File: src/hdl/vlmf_pkg.sv
// Shared types, constants and helper functions for the variable-length message FIFO.
package vlmf_pkg;

  localparam int QUEUE_WORDS   = 1024;
  localparam int ADDR_W        = $clog2(QUEUE_WORDS);
  localparam int SIZE_W        = 11;
  localparam int MAX_MSG_BYTES = 256;
  localparam int LEN_W         = 9;
  localparam int NW_W          = LEN_W - 1;
  localparam int WCNT_W        = $clog2(MAX_MSG_BYTES / 4 + 1);
  localparam int WORD_W        = 32;
  localparam int VM_W          = 4;
  localparam int ST_W          = 3;
  localparam int FN_W          = 2;
  localparam int CFG_IDX_W     = 3;
  localparam int CFG_DATA_W    = 11;

  localparam logic [ST_W-1:0] ST_OK       = 3'd0;
  localparam logic [ST_W-1:0] ST_ACCESS   = 3'd1;
  localparam logic [ST_W-1:0] ST_LONG     = 3'd2;
  localparam logic [ST_W-1:0] ST_SPACE    = 3'd3;
  localparam logic [ST_W-1:0] ST_INACTIVE = 3'd4;

  localparam logic [FN_W-1:0] FN_WRITE = 2'd0;
  localparam logic [FN_W-1:0] FN_READ  = 2'd1;
  localparam logic [FN_W-1:0] FN_DEACT = 2'd2;
  localparam logic [FN_W-1:0] FN_INIT  = 2'd3;

  localparam logic [CFG_IDX_W-1:0] CFG_QSIZE    = 3'd0;
  localparam logic [CFG_IDX_W-1:0] CFG_MAX_LEN  = 3'd1;
  localparam logic [CFG_IDX_W-1:0] CFG_WRITER   = 3'd2;
  localparam logic [CFG_IDX_W-1:0] CFG_READER   = 3'd3;
  localparam logic [CFG_IDX_W-1:0] CFG_INIT_ACT = 3'd4;

  localparam logic [SIZE_W-1:0] QSIZE_RST   = 11'd256;
  localparam logic [LEN_W-1:0]  MAX_LEN_RST = 9'd256;
  localparam logic [VM_W-1:0]   WRITER_RST  = 4'd1;
  localparam logic [VM_W-1:0]   READER_RST  = 4'd1;
  localparam logic              INIT_ACT_RST = 1'b0;

  typedef struct packed {
    logic [FN_W-1:0]   func;
    logic [VM_W-1:0]   caller_vm;
    logic              via_hypercall;
    logic [LEN_W-1:0]  msg_len;
    logic [WORD_W-1:0] data_word;
    logic              last;
  } in_item_t;

  typedef struct packed {
    logic [ST_W-1:0]   status;
    logic [LEN_W-1:0]  out_len;
    logic [WORD_W-1:0] out_word;
    logic              out_last;
  } out_item_t;

  typedef struct packed {
    logic [SIZE_W-1:0] size;
    logic [LEN_W-1:0]  max_len;
    logic [VM_W-1:0]   writer_vm;
    logic [VM_W-1:0]   reader_vm;
    logic              init_active;
  } cfg_t;

  typedef struct packed {
    logic              we;
    logic [ADDR_W-1:0] waddr;
    logic [WORD_W-1:0] wdata;
    logic              re;
    logic [ADDR_W-1:0] raddr;
  } ram_req_t;

  function automatic logic [ADDR_W-1:0] advance(input logic [ADDR_W-1:0] idx,
                                                 input logic [SIZE_W-1:0] size);
    logic [SIZE_W-1:0] n;
    n = SIZE_W'(idx) + 1'b1;
    return (n >= size) ? '0 : n[ADDR_W-1:0];
  endfunction

  function automatic logic [NW_W-1:0] words_of(input logic [LEN_W-1:0] len);
    logic [LEN_W:0] s;
    s = {1'b0, len} + (LEN_W+1)'(3);
    return s[LEN_W:2];
  endfunction

endpackage

File: src/hdl/vlmf_cfg.sv
// Configuration registers with range clamping of queue size and length limit.
module vlmf_cfg (
  input  logic                             clk_i,
  input  logic                             rst_ni,
  input  logic                             cfg_we_i,
  input  logic [vlmf_pkg::CFG_IDX_W-1:0]   cfg_idx_i,
  input  logic [vlmf_pkg::CFG_DATA_W-1:0]  cfg_wdata_i,
  output vlmf_pkg::cfg_t                   cfg_o
);

  logic [vlmf_pkg::SIZE_W-1:0] qsize_q;
  logic [vlmf_pkg::LEN_W-1:0]  max_len_q;
  logic [vlmf_pkg::VM_W-1:0]   writer_q;
  logic [vlmf_pkg::VM_W-1:0]   reader_q;
  logic                        init_act_q;

  always_ff @(posedge clk_i or negedge rst_ni) begin
    if (!rst_ni) begin
      qsize_q    <= vlmf_pkg::QSIZE_RST;
      max_len_q  <= vlmf_pkg::MAX_LEN_RST;
      writer_q   <= vlmf_pkg::WRITER_RST;
      reader_q   <= vlmf_pkg::READER_RST;
      init_act_q <= vlmf_pkg::INIT_ACT_RST;
    end else if (cfg_we_i) begin
      case (cfg_idx_i)
        vlmf_pkg::CFG_QSIZE:    qsize_q    <= cfg_wdata_i[vlmf_pkg::SIZE_W-1:0];
        vlmf_pkg::CFG_MAX_LEN:  max_len_q  <= cfg_wdata_i[vlmf_pkg::LEN_W-1:0];
        vlmf_pkg::CFG_WRITER:   writer_q   <= cfg_wdata_i[vlmf_pkg::VM_W-1:0];
        vlmf_pkg::CFG_READER:   reader_q   <= cfg_wdata_i[vlmf_pkg::VM_W-1:0];
        vlmf_pkg::CFG_INIT_ACT: init_act_q <= cfg_wdata_i[0];
        default: ;
      endcase
    end
  end

  always_comb begin
    if (qsize_q < vlmf_pkg::SIZE_W'(2)) begin
      cfg_o.size = vlmf_pkg::SIZE_W'(2);
    end else if (qsize_q > vlmf_pkg::SIZE_W'(vlmf_pkg::QUEUE_WORDS)) begin
      cfg_o.size = vlmf_pkg::SIZE_W'(vlmf_pkg::QUEUE_WORDS);
    end else begin
      cfg_o.size = qsize_q;
    end
    if (max_len_q > vlmf_pkg::LEN_W'(vlmf_pkg::MAX_MSG_BYTES)) begin
      cfg_o.max_len = vlmf_pkg::LEN_W'(vlmf_pkg::MAX_MSG_BYTES);
    end else begin
      cfg_o.max_len = max_len_q;
    end
    cfg_o.writer_vm   = writer_q;
    cfg_o.reader_vm   = reader_q;
    cfg_o.init_active = init_act_q;
  end

endmodule

File: config.mk
export PLATFORM = sky130hd
export DESIGN_NAME = vlmf_cfg
export DESIGN_NICKNAME = d
export VERILOG_FILES = /design/src/hdl/vlmf_pkg.sv /design/src/hdl/vlmf_cfg.sv
export SDC_FILE = /design/constraint.sdc
export NUM_CORES = 1
export LEC_CHECK = 0
export BUFFER_PORTS_ARGS = -buffer_cell sky130_fd_sc_hd__buf_2
export CELL_PAD_IN_SITES_DETAIL_PLACEMENT = 1
export CELL_PAD_IN_SITES_GLOBAL_PLACEMENT = 1
export CORE_UTILIZATION = 38
export CTS_CLUSTER_DIAMETER = 150
export DETAILED_ROUTE_END_ITERATION = 10
export PLACE_DENSITY = 0.85
export SLEW_MARGIN = 40
export SYNTH_ARGS = -nofsm -noshare
export SYNTH_HDL_FRONTEND = slang
export SYNTH_SLANG_ARGS = --single-unit
File: constraint.sdc
create_clock -name clk_i -period 1.61 [get_ports clk_i]
set_clock_uncertainty 0.15 [all_clocks]
set_input_delay 0.322 -clock clk_i [delete_from_list [all_inputs] [get_ports clk_i]]
set_output_delay 0.322 -clock clk_i [all_outputs]
set_load 0.01 [all_outputs]
==> impl_metrics.json, run 1 <==
{
  "slew_violations": 0,
  "critPathSlowestCell": "dfrtp_1",
  "clk_latency_ns": 0.33,
  "floorplan.die_area_um2": 3700,
  "cp_num_buf_inv": 1,
  "status": "finished, violations left",
  "gr-total-overflow": 0,
  "cts_buffers": 5,
  "nets": 171,
  "fin_crit_sh": 1.21,
  "tns_ns": -1.40,
  "power_leakage_nw": 0.869,
  "syn2layout_area_growth_pct": 38.4,
  "drtIter0Drc": 28,
  "synth.avg_cell_area_um2": 13.8,
  "ys_seq_area_frac": 0.556,
  "grt_usage": 0.221,
  "powerDensity_nw_per_um2": 1230,
  "cp_top_family": "flip-flops",
  "hold-worst-slack_ns": 0.0737,
  "cp_cell_sequence": "nor4_2, nand2_1, o211a_1, buf_6",
  "ys_types": 20,
  "clk_pin_slew_ns": 0.09,
  "grt_pass1_vias": 1038,
  "initial_utilization": 0.414,
  "min-delay-start": "cfg_wdata_i[10]",
  "n_fill_cell": 347,
  "setup_viol": 16,
  "synth_nets": 112,
  "rsz0062_at_grt": "yes",
  "ys_warn_count": 0,
  "place_congestion": 0.777,
  "max_freq_mhz": 515,
  "rows": 20,
  "ant_nets": 0,
  "final_core_util": 0.573,
  "crit_fanout": 2,
  "violations": "negative setup slack",
  "reg2reg_to": "max_len_q[8]",
  "setup_ws_ns": -0.332,
  "r2r_start": "max_len_q[8]",
  "drive_above_1_share": 0.671,
  "cts_root_buf": "clkbuf_4",
  "wire_per_inst_um": 19.5,
  "arrival_ns": 1.47,
  "min_to": "qsize_q[10]",
  "ys_ff_latch": 29,
  "start_kind": "register",
  "critPathMaxStageDelay_ns": 0.41,
  "syn-instance-count": 95,
  "die_w_um": 60.8,
  "drt_wl_total_mm": 3.90,
  "whs_path_depth": 3,
  "antenna_found_initial": 1,
  "end_kind": "primary output",
  "drv_cap": 0,
  "grt_max_degree": 30,
  "dr.pass1.iters": 4,
  "ir_drop_v": 0.000490,
  "worstMarginPinSlew_ns": 0.635,
  "vias": 1001,
  "drc_errors": 0,
  "final_hold_viol_count": 0,
  "cts.sinks": 29,
  "cts_tree": "built",
  "place_area_um2": 1590,
  "cts.path.max_buffers": 2,
  "crit_required_ns": 1.14,
  "reg2reg_setup_slack_ns": 0.39,
  "worstHoldPathType": "input pin to register",
  "max_slew_margin": 0.576,
  "fin_area_um2": 1820,
  "crit_type": "register to primary output",
  "reg2regPathDepth": 4,
  "io_pins": 46,
  "die_y_um": 60.8,
  "syn_area_um2": 1320,
  "place_hpwl_mm": 2.40,
  "htree_levels": 2,
  "port_buffers": 45,
  "core_um2": 3180,
  "grt_pass1_wl_mm": 5.49,
  "min_period_ns": 1.94,
  "avgViaCountPerCell": 5.01
}
layout make-up:
class | instances | area [um2] | share of cell area
Sequential cell | 29 | 732 | 0.402
Antenna cell | 1 | 2.50 | 0.00137
Tap cell | 44 | 55.1 | 0.0302
Clock buffer | 6 | 41.3 | 0.0227
Inverter | 2 | 7.51 | 0.00412
Clock inverter | 2 | 10.0 | 0.00550
Timing Repair Buffer | 58 | 392 | 0.215
Multi-Input combinational cell | 58 | 581 | 0.319
cell families (layout without fill, tap and decap cells):
family | Yosys count | in the layout | share of synthesized area
AO/OA/AOI/OAI | 4 | 4 | 0.0190
buffers and inverters | 8 | 68 | 0.0343
multiplexers | 27 | 27 | 0.248
flip-flops | 29 | 29 | 0.556
other | 0 | 1 | 0
AND/OR/NAND/NOR | 27 | 27 | 0.143
layer usage:
metal / up-vias / wire length, um / GRT usage
li1: 449 / - / -
met1: 500 / 1430 / 0.241
met2: 38 / 2120 / 0.386
met3: 14 / 167 / 0.0640
met4: 0 / 185 / 0.123
met5: - / 0 / 0
worst register-to-register path, cell delays in order (launching register included):
cell and delay (ns):
dfstp_2 0.39, buf_6 0.13, buf_4 0.12, buf_4 0.11, mux2_2 0.25
stage by stage:
stage | cells | total power [mW] | setup WS (ns)
final | 200 | 2.25 | -0.332
after global routing | 200 | 2.37 | -0.417
after CTS | 195 | 2.12 | -0.312
after detailed placement | 180 | 1.63 | -0.00726
after global placement | 180 | 1.58 | 0.00444
after floorplan | 95 | 1.36 | 0.174
worst max path at each step:
stage,from,endpoint,depth (start not counted),slack [ns]
after floorplan,cfg_idx_i[0],qsize_q[2],3,0.17
after global placement,qsize_q[5],cfg_o[18],4,0.004
after detailed placement,cfg_idx_i[1],max_len_q[1],4,-0.007
after CTS,qsize_q[2],cfg_o[18],4,-0.31
after global routing,qsize_q[2],cfg_o[18],4,-0.42
final,qsize_q[2],cfg_o[18],4,-0.33
cell usage after synthesis, drive strengths merged:
master	count	area [um2]
a21oi	1	5.00
nand4b	1	8.76
nor4bb	1	10.0
nor2b	16	100
and4bb	1	12.5
nor2	1	3.75
inv	2	7.51
nand2	3	11.3
o21ai	2	10.0
o211a	1	10.0
nand3	1	5.00
dfrtp	25	626
nor4b	1	23.8
mux2	27	327
clkbuf	3	11.3
dfstp	4	105
nor4	2	12.5
buf	3	26.3
power by group:
| group | leakage (nW) | switching, mW | internal, mW | total [mW] |
|---|---|---|---|---|
| sequential | 0.341 | 0.122 | 0.906 | 1.03 |
| combinational | 0.496 | 0.345 | 0.456 | 0.801 |
| clock | 0.0320 | 0.253 | 0.166 | 0.419 |
| total | 0.869 | 0.720 | 1.53 | 2.25 |
what timing repair did:
item	4_1_cts	5_1_grt
hold buffers	1	0
pin swaps	2	0
endpoints found under the hold margin	25	0
resized for setup	6	17
buffers inserted	6	5
setup endpoints to repair	12	19
sequential cells by signal, indices dropped and copies added, names as in the netlist:
signal and count:
qsize_q 11, writer_q 4, max_len_q 9, reader_q 4
init_act_q 1
layout by cell type, fill, tap and decap left out, types with 3 or more instances in the layout:
| cell | Yosys | final |
|---|---|---|
| mux2_4 | 6 | 6 |
| nor2b_1 | 16 | 13 |
| nor2b_4 | 0 | 3 |
| buf_6 | 1 | 11 |
| dfstp_2 | 4 | 4 |
| nand2_1 | 3 | 3 |
| dfrtp_1 | 25 | 24 |
| buf_2 | 0 | 40 |
| clkbuf_4 | 0 | 5 |
| mux2_2 | 21 | 21 |
| buf_4 | 2 | 5 |
No activity file was read; power rests on OpenSTA's default activity.
==> inputs of run 2 (changes only) <==
MAX_ROUTING_LAYER = met4   (was not set)
SETUP_SLACK_MARGIN = 0.1   (was not set)
SLEW_MARGIN = 30   (was 40)
==> run 2 against run 1 <==
  * Clock power about the same
  * Critical endpoint unchanged
  * Hold slack got worse by 0.029 ns
  * Cell count decreased by 0.50%
  * Die area unchanged
  * Critical path depth unchanged
  * Power rose by 1.7%
  * The flow still finishes with violations (negative setup slack)
  * Sequential power hardly changed
  * Design area grew 0.82%
==> impl_metrics.json, run 2 (same netlist as run 1, synthesis figures left out) <==
{
  "status": "finished, violations left",
  "violations": "negative setup slack",
  "rows": 20,
  "cp_cell_sequence": "nor4_2, nand2_1, o211a_1, buf_6",
  "place_congestion": 0.787,
  "grt_usage": 0.244,
  "reg2reg_setup_slack_ns": 0.37,
  "whs_path_depth": 3,
  "worstHoldPathType": "input pin to register",
  "power_leakage_nw": 0.872,
  "floorplan.die_area_um2": 3700,
  "drt_wl_total_mm": 3.99,
  "crit_required_ns": 1.14,
  "final_hold_viol_count": 0,
  "initial_utilization": 0.414,
  "slew_violations": 0,
  "wire_per_inst_um": 20.1,
  "ant_nets": 0,
  "grt_max_degree": 30,
  "min_period_ns": 1.95,
  "dr.pass1.iters": 5,
  "n_fill_cell": 348,
  "final_common_cell": "buf_2",
  "crit_type": "register to primary output",
  "final_cell_mix": "37 x buf_2, 24 x dfrtp_1, 21 x mux2_2",
  "reg.largest.list": "qsize_q x11, max_len_q x9",
  "largest_reg_flops": 11,
  "io_pins": 46,
  "critPathMaxStageDelay_ns": 0.42,
  "cts_root_buf": "clkbuf_4",
  "arrival_ns": 1.47,
  "drive_above_1_share": 0.675,
  "fin_crit_sh": 1.21,
  "drtIter0Drc": 45,
  "max_slew_margin": 0.566,
  "crit_fanout": 2,
  "cts.path.max_buffers": 2,
  "max_freq_mhz": 514,
  "tns_ns": -1.42,
  "rsz0062_at_grt": "yes",
  "cp_top_family": "flip-flops",
  "reg2reg_to": "max_len_q[8]",
  "gr-total-overflow": 0,
  "port_buffers": 45,
  "setup_viol": 18,
  "die_w_um": 60.8,
  "worstMarginPinSlew_ns": 0.651,
  "reg2regPathDepth": 4,
  "regMostFlops": "qsize_q",
  "power_mw": 2.29,
  "avgViaCountPerCell": 5.10,
  "nets": 170,
  "cp.depth": 4,
  "grt_pass1_wl_mm": 5.84,
  "powerDensity_nw_per_um2": 1250,
  "antenna_found_initial": 0,
  "grt_pass1_vias": 1085,
  "core_um2": 3180,
  "hold-worst-slack_ns": 0.0451,
  "drv_cap": 0,
  "setup_ws_ns": -0.336,
  "clk_pin_slew_ns": 0.10,
  "htree_levels": 2,
  "cts_buffers": 5,
  "syn2layout_area_growth_pct": 39.6,
  "vias": 1014,
  "r2r_start": "max_len_q[8]",
  "cp_num_buf_inv": 1,
  "clk_latency_ns": 0.32,
  "cts.sinks": 29,
  "ir_drop_v": 0.000498,
  "min_to": "qsize_q[10]",
  "drc_errors": 0,
  "start_kind": "register",
  "end_kind": "primary output",
  "die_y_um": 60.8,
  "place_hpwl_mm": 2.40,
  "min-delay-start": "cfg_wdata_i[10]",
  "critPathSlowestCell": "dfrtp_1",
  "cts_tree": "built"
}
-- run 2: changes by cell type in the layout (fill, tap and decap cells not counted) --
| cell | delta |
|---|---|
| nor2b_4 | +1 |
| buf_6 | +2 |
| buf_2 | -3 |
| nor2b_1 | -1 |
-- run 2: repair_timing --
item,4_1_cts,5_1_grt
endpoints found under the setup margin,20,21
gates resized for setup,13,15
endpoints found under the hold margin,25,0
hold buffers,1,0
setup buffers,8,2
pin swaps,2,0
-- run 2: per-layer routing --
layer | GRT usage | share of wire | wire, um
met5 | - | 0 | 0
met4 | 0.117 | 0.036 | 142
met3 | 0.0576 | 0.042 | 166
met2 | 0.418 | 0.55 | 2180
met1 | 0.265 | 0.38 | 1500
-- run 2: worst max path at each step --
| stage | slack (ns) | end | from |
|---|---|---|---|
| after CTS | -0.31 | cfg_o[18] | qsize_q[2] |
| after detailed placement | -0.007 | max_len_q[1] | cfg_idx_i[1] |
| after global routing | -0.44 | cfg_o[18] | qsize_q[6] |
| final | -0.34 | cfg_o[18] | qsize_q[6] |
| after global placement | 0.004 | cfg_o[18] | qsize_q[5] |
| after floorplan | 0.17 | qsize_q[2] | cfg_idx_i[0] |
-- run 2: worst reg2reg max path: stages, from the launching register on --
cell and delay (ns):
dfstp_2 0.39, buf_6 0.13, buf_4 0.13, buf_4 0.12, mux2_2 0.25
-- run 2: stage by stage --
step	std cells	area, um2	worst slack (ns)	util
after CTS	197	1750	-0.312	0.551
after global routing	198	1830	-0.439	0.577
after floorplan	95	1320	0.174	-
final	199	1840	-0.336	0.578
after detailed placement	180	1590	-0.00726	0.501
after global placement	180	1590	0.00444	0.501
-- run 2: cell type report --
cell class,instances,area (um2),area share
inverter,2,7.51,0.00409
clock inverter,2,10.0,0.00545
multi-input combinational,58,588,0.320
tap,44,55.1,0.0300
clock buffer,6,41.3,0.0225
timing repair buffer,57,399,0.217
antenna,1,2.50,0.00136
sequential,29,732,0.399
-- run 2: where the power goes --
group          internal (mW)  total [mW]  switching [mW]
combinational          0.470       0.827           0.357
clock                  0.166       0.422           0.256
sequential             0.906        1.04           0.132
