$ cat src/hdl/vlmf_pkg.sv
// Shared types, constants and helper functions for the variable-length message FIFO.
package vlmf_pkg;

  localparam int QUEUE_WORDS   = 1024;
  localparam int ADDR_W        = $clog2(QUEUE_WORDS);
  localparam int SIZE_W        = 11;
  localparam int MAX_MSG_BYTES = 256;
  localparam int LEN_W         = 9;
  localparam int NW_W          = LEN_W - 1;
  localparam int WCNT_W        = $clog2(MAX_MSG_BYTES / 4 + 1);
  localparam int WORD_W        = 32;
  localparam int VM_W          = 4;
  localparam int ST_W          = 3;
  localparam int FN_W          = 2;
  localparam int CFG_IDX_W     = 3;
  localparam int CFG_DATA_W    = 11;

  localparam logic [ST_W-1:0] ST_OK       = 3'd0;
  localparam logic [ST_W-1:0] ST_ACCESS   = 3'd1;
  localparam logic [ST_W-1:0] ST_LONG     = 3'd2;
  localparam logic [ST_W-1:0] ST_SPACE    = 3'd3;
  localparam logic [ST_W-1:0] ST_INACTIVE = 3'd4;

  localparam logic [FN_W-1:0] FN_WRITE = 2'd0;
  localparam logic [FN_W-1:0] FN_READ  = 2'd1;
  localparam logic [FN_W-1:0] FN_DEACT = 2'd2;
  localparam logic [FN_W-1:0] FN_INIT  = 2'd3;

  localparam logic [CFG_IDX_W-1:0] CFG_QSIZE    = 3'd0;
  localparam logic [CFG_IDX_W-1:0] CFG_MAX_LEN  = 3'd1;
  localparam logic [CFG_IDX_W-1:0] CFG_WRITER   = 3'd2;
  localparam logic [CFG_IDX_W-1:0] CFG_READER   = 3'd3;
  localparam logic [CFG_IDX_W-1:0] CFG_INIT_ACT = 3'd4;

  localparam logic [SIZE_W-1:0] QSIZE_RST   = 11'd256;
  localparam logic [LEN_W-1:0]  MAX_LEN_RST = 9'd256;
  localparam logic [VM_W-1:0]   WRITER_RST  = 4'd1;
  localparam logic [VM_W-1:0]   READER_RST  = 4'd1;
  localparam logic              INIT_ACT_RST = 1'b0;

  typedef struct packed {
    logic [FN_W-1:0]   func;
    logic [VM_W-1:0]   caller_vm;
    logic              via_hypercall;
    logic [LEN_W-1:0]  msg_len;
    logic [WORD_W-1:0] data_word;
    logic              last;
  } in_item_t;

  typedef struct packed {
    logic [ST_W-1:0]   status;
    logic [LEN_W-1:0]  out_len;
    logic [WORD_W-1:0] out_word;
    logic              out_last;
  } out_item_t;

  typedef struct packed {
    logic [SIZE_W-1:0] size;
    logic [LEN_W-1:0]  max_len;
    logic [VM_W-1:0]   writer_vm;
    logic [VM_W-1:0]   reader_vm;
    logic              init_active;
  } cfg_t;

  typedef struct packed {
    logic              we;
    logic [ADDR_W-1:0] waddr;
    logic [WORD_W-1:0] wdata;
    logic              re;
    logic [ADDR_W-1:0] raddr;
  } ram_req_t;

  function automatic logic [ADDR_W-1:0] advance(input logic [ADDR_W-1:0] idx,
                                                 input logic [SIZE_W-1:0] size);
    logic [SIZE_W-1:0] n;
    n = SIZE_W'(idx) + 1'b1;
    return (n >= size) ? '0 : n[ADDR_W-1:0];
  endfunction

  function automatic logic [NW_W-1:0] words_of(input logic [LEN_W-1:0] len);
    logic [LEN_W:0] s;
    s = {1'b0, len} + (LEN_W+1)'(3);
    return s[LEN_W:2];
  endfunction

endpackage

$ cat src/hdl/vlmf_ctrl.sv
// Queue sequencer: pointer state, store access sequencing and output register.
module vlmf_ctrl (
  input  logic                            clk_i,
  input  logic                            rst_ni,
  input  vlmf_pkg::cfg_t                  cfg_i,
  input  logic                            in_valid_i,
  input  vlmf_pkg::in_item_t              in_data_i,
  output logic                            in_stall_o,
  output logic                            out_valid_o,
  output vlmf_pkg::out_item_t             out_data_o,
  input  logic                            out_stall_i,
  output vlmf_pkg::ram_req_t              ram_req_o,
  input  logic [vlmf_pkg::WORD_W-1:0]     ram_rdata_i
);

  typedef enum logic [1:0] {
    S_IDLE,
    S_COMMIT,
    S_RHDR,
    S_RDATA
  } state_e;

  state_e                        state_q, state_d;
  logic [vlmf_pkg::ADDR_W-1:0]   head_q, head_d;
  logic [vlmf_pkg::ADDR_W-1:0]   tail_q, tail_d;
  logic [vlmf_pkg::ADDR_W-1:0]   wr_ptr_q, wr_ptr_d;
  logic [vlmf_pkg::SIZE_W-1:0]   free_q, free_d;
  logic [vlmf_pkg::ADDR_W-1:0]   count_q, count_d;
  logic                          active_q, active_d;
  logic                          wip_q, wip_d;
  logic [vlmf_pkg::ST_W-1:0]     pend_q, pend_d;
  logic [vlmf_pkg::WCNT_W-1:0]   wleft_q, wleft_d;
  logic [vlmf_pkg::LEN_W-1:0]    wlen_q, wlen_d;
  logic [vlmf_pkg::LEN_W-1:0]    len_q, len_d;
  logic [vlmf_pkg::WCNT_W-1:0]   iss_q, iss_d;
  logic [vlmf_pkg::WCNT_W-1:0]   eleft_q, eleft_d;
  logic                          rd_pend_q, rd_pend_d;
  logic                          out_valid_q;
  vlmf_pkg::out_item_t           out_q;

  logic                          out_free;
  logic                          acc;
  logic                          emit;
  vlmf_pkg::out_item_t           emit_item;
  logic [vlmf_pkg::ST_W-1:0]     st;
  logic [vlmf_pkg::WCNT_W-1:0]   wl;
  logic [vlmf_pkg::ADDR_W-1:0]   wp;
  logic [vlmf_pkg::NW_W-1:0]     nw;
  logic [vlmf_pkg::LEN_W-1:0]    rlen;
  logic [vlmf_pkg::NW_W-1:0]     rnw;
  logic                          issue;
  logic                          load;

  function automatic logic [vlmf_pkg::SIZE_W-1:0] free_add(
      input logic [vlmf_pkg::SIZE_W-1:0] fw,
      input logic [vlmf_pkg::NW_W-1:0]   words,
      input logic [vlmf_pkg::SIZE_W-1:0] cap);
    logic [vlmf_pkg::SIZE_W:0] s;
    s = {1'b0, fw} + (vlmf_pkg::SIZE_W+1)'(words) + 1'b1;
    return (s > {1'b0, cap}) ? cap : s[vlmf_pkg::SIZE_W-1:0];
  endfunction

  assign out_free    = !out_valid_q || !out_stall_i;
  assign in_stall_o  = (state_q != S_IDLE) || !out_free;
  assign acc         = in_valid_i && !in_stall_o;
  assign out_valid_o = out_valid_q;
  assign out_data_o  = out_q;
  assign nw          = vlmf_pkg::words_of(in_data_i.msg_len);
  assign rlen        = (ram_rdata_i[vlmf_pkg::LEN_W-1:0] >
                        vlmf_pkg::LEN_W'(vlmf_pkg::MAX_MSG_BYTES)) ?
                       vlmf_pkg::LEN_W'(vlmf_pkg::MAX_MSG_BYTES) :
                       ram_rdata_i[vlmf_pkg::LEN_W-1:0];
  assign rnw         = vlmf_pkg::words_of(rlen);

  always_comb begin
    state_d   = state_q;
    head_d    = head_q;
    tail_d    = tail_q;
    wr_ptr_d  = wr_ptr_q;
    free_d    = free_q;
    count_d   = count_q;
    active_d  = active_q;
    wip_d     = wip_q;
    pend_d    = pend_q;
    wleft_d   = wleft_q;
    wlen_d    = wlen_q;
    len_d     = len_q;
    iss_d     = iss_q;
    eleft_d   = eleft_q;
    rd_pend_d = rd_pend_q;
    ram_req_o = '0;
    emit      = 1'b0;
    emit_item = '0;
    emit_item.out_last = 1'b1;
    st        = pend_q;
    wl        = wleft_q;
    wp        = wr_ptr_q;
    issue     = 1'b0;
    load      = 1'b0;

    case (state_q)
      S_IDLE: begin
        if (acc) begin
          case (in_data_i.func)
            vlmf_pkg::FN_WRITE: begin
              if (!wip_q) begin
                wlen_d = in_data_i.msg_len;
                wl     = '0;
                wp     = vlmf_pkg::advance(tail_q, cfg_i.size);
                if (in_data_i.via_hypercall && in_data_i.caller_vm != cfg_i.writer_vm) begin
                  st = vlmf_pkg::ST_ACCESS;
                end else if (in_data_i.msg_len > cfg_i.max_len) begin
                  st = vlmf_pkg::ST_LONG;
                end else begin
                  active_d = 1'b1;
                  if ((vlmf_pkg::SIZE_W'(nw) + 1'b1) > free_q ||
                      count_q >= vlmf_pkg::ADDR_W'(vlmf_pkg::QUEUE_WORDS - 1)) begin
                    st = vlmf_pkg::ST_SPACE;
                  end else begin
                    st = vlmf_pkg::ST_OK;
                    wl = nw[vlmf_pkg::WCNT_W-1:0];
                  end
                end
              end
              if (st == vlmf_pkg::ST_OK && wl != '0) begin
                ram_req_o.we    = 1'b1;
                ram_req_o.waddr = wp;
                ram_req_o.wdata = in_data_i.data_word;
                wp = vlmf_pkg::advance(wp, cfg_i.size);
                wl = wl - 1'b1;
              end
              wleft_d  = wl;
              wr_ptr_d = wp;
              if (in_data_i.last && st == vlmf_pkg::ST_OK) begin
                wip_d   = 1'b1;
                pend_d  = st;
                state_d = S_COMMIT;
              end else if (in_data_i.last) begin
                emit             = 1'b1;
                emit_item.status = st;
                wip_d            = 1'b0;
                pend_d           = vlmf_pkg::ST_OK;
              end else begin
                wip_d  = 1'b1;
                pend_d = st;
              end
            end
            vlmf_pkg::FN_READ: begin
              if (in_data_i.via_hypercall && in_data_i.caller_vm != cfg_i.reader_vm) begin
                emit             = 1'b1;
                emit_item.status = vlmf_pkg::ST_ACCESS;
              end else if (!active_q) begin
                emit             = 1'b1;
                emit_item.status = vlmf_pkg::ST_INACTIVE;
              end else if (count_q == '0) begin
                emit             = 1'b1;
                emit_item.status = vlmf_pkg::ST_SPACE;
              end else begin
                ram_req_o.re    = 1'b1;
                ram_req_o.raddr = head_q;
                state_d         = S_RHDR;
              end
            end
            vlmf_pkg::FN_DEACT: begin
              emit = 1'b1;
              if (in_data_i.via_hypercall && in_data_i.caller_vm != cfg_i.writer_vm) begin
                emit_item.status = vlmf_pkg::ST_ACCESS;
              end else begin
                active_d = 1'b0;
                head_d   = '0;
                tail_d   = '0;
                free_d   = cfg_i.size;
                count_d  = '0;
                wip_d    = 1'b0;
                pend_d   = vlmf_pkg::ST_OK;
                wr_ptr_d = '0;
                wleft_d  = '0;
              end
            end
            default: begin
              emit     = 1'b1;
              active_d = cfg_i.init_active;
              head_d   = '0;
              tail_d   = '0;
              free_d   = cfg_i.size;
              count_d  = '0;
              wip_d    = 1'b0;
              pend_d   = vlmf_pkg::ST_OK;
              wr_ptr_d = '0;
              wleft_d  = '0;
            end
          endcase
        end
      end
      S_COMMIT: begin
        // zero-fill missing words, then header and commit
        if (wleft_q != '0) begin
          ram_req_o.we    = 1'b1;
          ram_req_o.waddr = wr_ptr_q;
          ram_req_o.wdata = '0;
          wr_ptr_d = vlmf_pkg::advance(wr_ptr_q, cfg_i.size);
          wleft_d  = wleft_q - 1'b1;
        end else if (out_free) begin
          ram_req_o.we    = 1'b1;
          ram_req_o.waddr = tail_q;
          ram_req_o.wdata = vlmf_pkg::WORD_W'(wlen_q);
          tail_d  = wr_ptr_q;
          if ((vlmf_pkg::SIZE_W'(vlmf_pkg::words_of(wlen_q)) + 1'b1) > free_q) begin
            free_d = '0;
          end else begin
            free_d = free_q - vlmf_pkg::SIZE_W'(vlmf_pkg::words_of(wlen_q)) - 1'b1;
          end
          count_d = count_q + 1'b1;
          emit    = 1'b1;
          wip_d   = 1'b0;
          pend_d  = vlmf_pkg::ST_OK;
          state_d = S_IDLE;
        end
      end
      S_RHDR: begin
        if (rnw == '0) begin
          if (out_free) begin
            emit    = 1'b1;
            head_d  = vlmf_pkg::advance(head_q, cfg_i.size);
            free_d  = free_add(free_q, rnw, cfg_i.size);
            count_d = count_q - 1'b1;
            state_d = S_IDLE;
          end
        end else begin
          len_d     = rlen;
          head_d    = vlmf_pkg::advance(head_q, cfg_i.size);
          iss_d     = rnw[vlmf_pkg::WCNT_W-1:0];
          eleft_d   = rnw[vlmf_pkg::WCNT_W-1:0];
          rd_pend_d = 1'b0;
          state_d   = S_RDATA;
        end
      end
      S_RDATA: begin
        issue = (iss_q != '0) && (!rd_pend_q || out_free);
        load  = rd_pend_q && out_free;
        if (issue) begin
          ram_req_o.re    = 1'b1;
          ram_req_o.raddr = head_q;
          head_d = vlmf_pkg::advance(head_q, cfg_i.size);
          iss_d  = iss_q - 1'b1;
        end
        rd_pend_d = issue || (rd_pend_q && !out_free);
        if (load) begin
          emit               = 1'b1;
          emit_item.out_len  = len_q;
          emit_item.out_word = ram_rdata_i;
          emit_item.out_last = (eleft_q == vlmf_pkg::WCNT_W'(1));
          eleft_d            = eleft_q - 1'b1;
          if (eleft_q == vlmf_pkg::WCNT_W'(1)) begin
            free_d  = free_add(free_q, vlmf_pkg::words_of(len_q), cfg_i.size);
            count_d = count_q - 1'b1;
            state_d = S_IDLE;
          end
        end
      end
      default: state_d = S_IDLE;
    endcase
  end

  always_ff @(posedge clk_i or negedge rst_ni) begin
    if (!rst_ni) begin
      state_q     <= S_IDLE;
      head_q      <= '0;
      tail_q      <= '0;
      wr_ptr_q    <= '0;
      free_q      <= vlmf_pkg::QSIZE_RST;
      count_q     <= '0;
      active_q    <= vlmf_pkg::INIT_ACT_RST;
      wip_q       <= 1'b0;
      pend_q      <= vlmf_pkg::ST_OK;
      wleft_q     <= '0;
      wlen_q      <= '0;
      len_q       <= '0;
      iss_q       <= '0;
      eleft_q     <= '0;
      rd_pend_q   <= 1'b0;
      out_valid_q <= 1'b0;
      out_q       <= '0;
    end else begin
      state_q   <= state_d;
      head_q    <= head_d;
      tail_q    <= tail_d;
      wr_ptr_q  <= wr_ptr_d;
      free_q    <= free_d;
      count_q   <= count_d;
      active_q  <= active_d;
      wip_q     <= wip_d;
      pend_q    <= pend_d;
      wleft_q   <= wleft_d;
      wlen_q    <= wlen_d;
      len_q     <= len_d;
      iss_q     <= iss_d;
      eleft_q   <= eleft_d;
      rd_pend_q <= rd_pend_d;
      if (emit) begin
        out_valid_q <= 1'b1;
        out_q       <= emit_item;
      end else if (!out_stall_i) begin
        out_valid_q <= 1'b0;
      end
    end
  end

endmodule

$ cat config.mk
export PLATFORM = sky130hd
export DESIGN_NAME = vlmf_ctrl
export DESIGN_NICKNAME = d
export VERILOG_FILES = /design/src/hdl/vlmf_pkg.sv /design/src/hdl/vlmf_ctrl.sv
export SDC_FILE = /design/constraint.sdc
export NUM_CORES = 1
export LEC_CHECK = 0
export BUFFER_PORTS_ARGS = -buffer_cell sky130_fd_sc_hd__buf_2
export CORE_MARGIN = 5
export CORE_UTILIZATION = 40
export DETAILED_ROUTE_END_ITERATION = 12
export PLACE_DENSITY = 0.61
export REMOVE_ABC_BUFFERS = 1
export SYNTH_ARGS = -nofsm -noshare
export SYNTH_HDL_FRONTEND = slang
export SYNTH_SLANG_ARGS = --single-unit
$ cat constraint.sdc
create_clock -name clk_i -period 16.5 [get_ports clk_i]
set_input_delay 4.95 -clock clk_i [delete_from_list [all_inputs] [get_ports clk_i]]
set_output_delay 4.95 -clock clk_i [all_outputs]
set_load 0.05 [all_outputs]
==> impl_metrics.yaml <==
drt:
  viasPerCell: 6.02
  drc: 0
  drt_wl_total_mm: 47.8
  wire_per_inst_um: 20.2
  firstDrtPassIters: 8
  dr.first_iter.drc_count: 1128
  vias: 14300
  ant_nets: 0
critical_path:
  crit_fanout: 35
  cp-end-kind: "primary output"
  critPathTopFamily: "simple AND/OR/NAND/NOR gates"
  required_ns: 11.55
  crit_buf_inv: 3
  cp_data_arrival_time_ns: 10.38
  r2r_cells: 23
  crit_top_cell: "ha_1"
  r2r-end: "wr_ptr_q[6]$_DFFE_PN0P_"
  path_cells: "buf_2 > nor3_1 > nor2_1 > ha_1 > maj3_1 > nand2_1 > xnor2_1 > ha_1 > a211oi_1 > o21ai_0 > o211ai_1 > o211ai_2 > nor2_1 > a22oi_1 > ha_1 > o21ai_0 > a21oi_1 > o31ai_2 > nand3_2 > nor4_4 > buf_4 > a22o_1 > buf_2"
  r2r-start: "tail_q[0]$_DFFE_PN0P_"
  crit_type: "in2out"
  max_stage_delay_ns: 0.49
  start_kind: "input port"
  ff2ff_setup_slack_ns: 10.09
  critPathSlowestCell: "nor4_4"
hold_path:
  holdPathEnd: "out_data_o[42]$_DFFE_PN0P_"
  hold_depth: 1
  hp-start: "out_data_o[42]$_DFFE_PN0P_"
  hold_class: "reg2reg"
outcome:
  status: "completed"
timing:
  timing.hold.ws_ns: 0.483
  skew_ns: 0.0155
  worstMarginPinSlew_ns: 1.21
  rsz0062_at_grt: "no"
  setup_ws_ns: 1.17
  fmax_mhz: 65.2
  slew_violations: 0
  max_slew_margin_pct: 18.7
  final-hold-violation-count: 0
  setup_violations: 0
  tns_ns: 0
  period_minus_slack_ns: 15.33
  timing.final.crit_share_pct: 92.9
clocking:
  clockBufferDepth: 2
  post_cts_buffers: 0
  root_buffer: "clkbuf_16"
  clock_latency_ns: 0.45
  cts_hold_buffers: 0
  path_clk_slew_ns: 0.06
  htreeDepth: 4
  post_cts_resized: 0
  clkSinkCount: 144
  cts_tree: "yes"
  cts_buffers: 17
cells_and_area:
  final_core_util_pct: 46.7
  fillers: 3493
  area.growth.synth_to_final_pct: 14.7
  drive_above_1_share_pct: 16.8
  final_nets: 2161
  fin_cells: 2370
yosys:
  syn_area_um2: 14100
  synth_top_family_by_area: "compound AO/OA/AOI/OAI gates"
  yosysWarnings: 0
  synth_edf_count: 0
  ys_seq_elements: 144
  synth_cell_types: 88
  yosysSeqAreaShare_pct: 25.5
  synthTopCellsByCount: "dfrtp_1 (143), ha_1 (142), nand2_1 (128)"
  yosys.area_share.simple_pct: 19.4
  synth_xor_area_share_pct: 6.20
  synth_compound_gate_area_share_pct: 27.6
  muxShareOfSynthArea_pct: 2.32
  synth_area_per_cell_um2: 8.11
  synth.most_common_cell: "dfrtp_1"
  synth_top_area_cell: "dfrtp_1"
  synthAdderAreaFrac_pct: 13.2
  synth_top_area_share_pct: 25.3
  ys_async_sr_fraction_pct: 100
  synth_area_leaders: "dfrtp_1 (25%), ha_1 (13%), nand3_1 (3.8%)"
  synth-main-ff-cell: "dfrtp_1"
  postSynthCellCount: 1742
floorplanning:
  initial_utilization_pct: 40.7
  rows: 68
  core_area_um2: 34700
  boundaryPins: 215
  die_x_um: 198
  die_h_um: 198
  dieArea_um2: 39200
pwr:
  worst_ir_drop_vdd_mv: 0.0909
  power.density_nw_per_um2: 207
  p_leak_nw: 7.53
place:
  dp_slack_ns: 1.24
  dp_hpwl_mm: 36.2
  dp_cells: 2337
  port_buffers: 214
  gp_congestion: 0.922
global_route:
  gr-total-overflow: 0
  grt_util_all_layers_pct: 23.7
  grt_max_degree: 83
  antenna_found_initial: 3
  grt_pass1_vias: 13400
  grt_pass1_wl_mm: 74.7
job:
  maxCapViolCount: 0
[metal layers]
metal	vias up	wire (um)	part of all wire [%]	GRT usage [%]
li1	6794	-	-	-
met1	6808	21400	45	33.0
met2	588	21400	45	37.6
met3	69	3930	8.2	4.82
met4	4	1040	2.2	6.15
met5	-	22	0.046	0
[final cells by class]
class,count,area [um2],share of cell area [%]
diodes,1,2.50,0.0154
repair buffers,238,1260,7.75
inverters,116,435,2.68
clock buffers,18,439,2.71
clock inverters,14,140,0.864
well taps,455,569,3.51
flip-flops and latches,144,3600,22.2
multi-input cells,1384,9770,60.2
[report_power, final]
part           internal, mW  total, mW  leakage, nW  switching [mW]
combinational         0.845       2.27         5.39            1.43
sequential            0.493      0.685         1.85           0.192
clock                 0.205      0.391        0.286           0.185
[through the flow]
step / area (um2) / power, mW
after CTS: 16200 / 3.33
after floorplan: 13800 / 2.29
after global placement: 15600 / 2.87
after detailed placement: 15600 / 2.92
after global routing: 16200 / 3.63
final: 16200 / 3.35
[worst max path at each step]
stage               endpoint  depth (start not counted)     startpoint
6_report       ram_req_o[13]                         23  in_data_i[34]
4_1_cts        ram_req_o[12]                         23  in_data_i[34]
2_1_floorplan  ram_req_o[11]                         20  in_data_i[34]
3_5_place_dp   ram_req_o[12]                         23  in_data_i[34]
3_3_place_gp   ram_req_o[15]                         23  in_data_i[34]
5_1_grt        ram_req_o[15]                         24  in_data_i[34]
[cells by family after synthesis]
kind of cell | after synthesis
buffers and inverters | 216
XOR/XNOR | 100
AO/OA/AOI/OAI | 555
adder cells (fa/ha/maj) | 147
AND/OR/NAND/NOR | 549
flip-flops | 144
other | 1
multiplexers | 30
[flip-flops by register name (all words and copies together), names as in the netlist, 9 cells and up]
name,cells
tail_q,10
wlen_q,9
count_q,10
out_data_o,45
free_q,11
head_q,10
len_q,9
wr_ptr_q,10
[cells in the final DEF (no fill, tap or decap), drive strengths merged, types with 15 or more instances in the layout]
cell	instances
buf	238
dfrtp	143
ha	142
nand2	129
inv	123
o21ai	118
nand3	109
a21oi	96
nor2	90
o211ai	60
xnor2	54
o2111ai	47
xor2	46
nor3	44
and2	44
a21o	40
nand2b	27
o21a	22
mux2	22
nand4	21
a22o	20
nor2b	19
a22oi	18
clkbuf	18
and3	17
o31ai	15
Note: power is estimated with default switching activity, not from simulation.
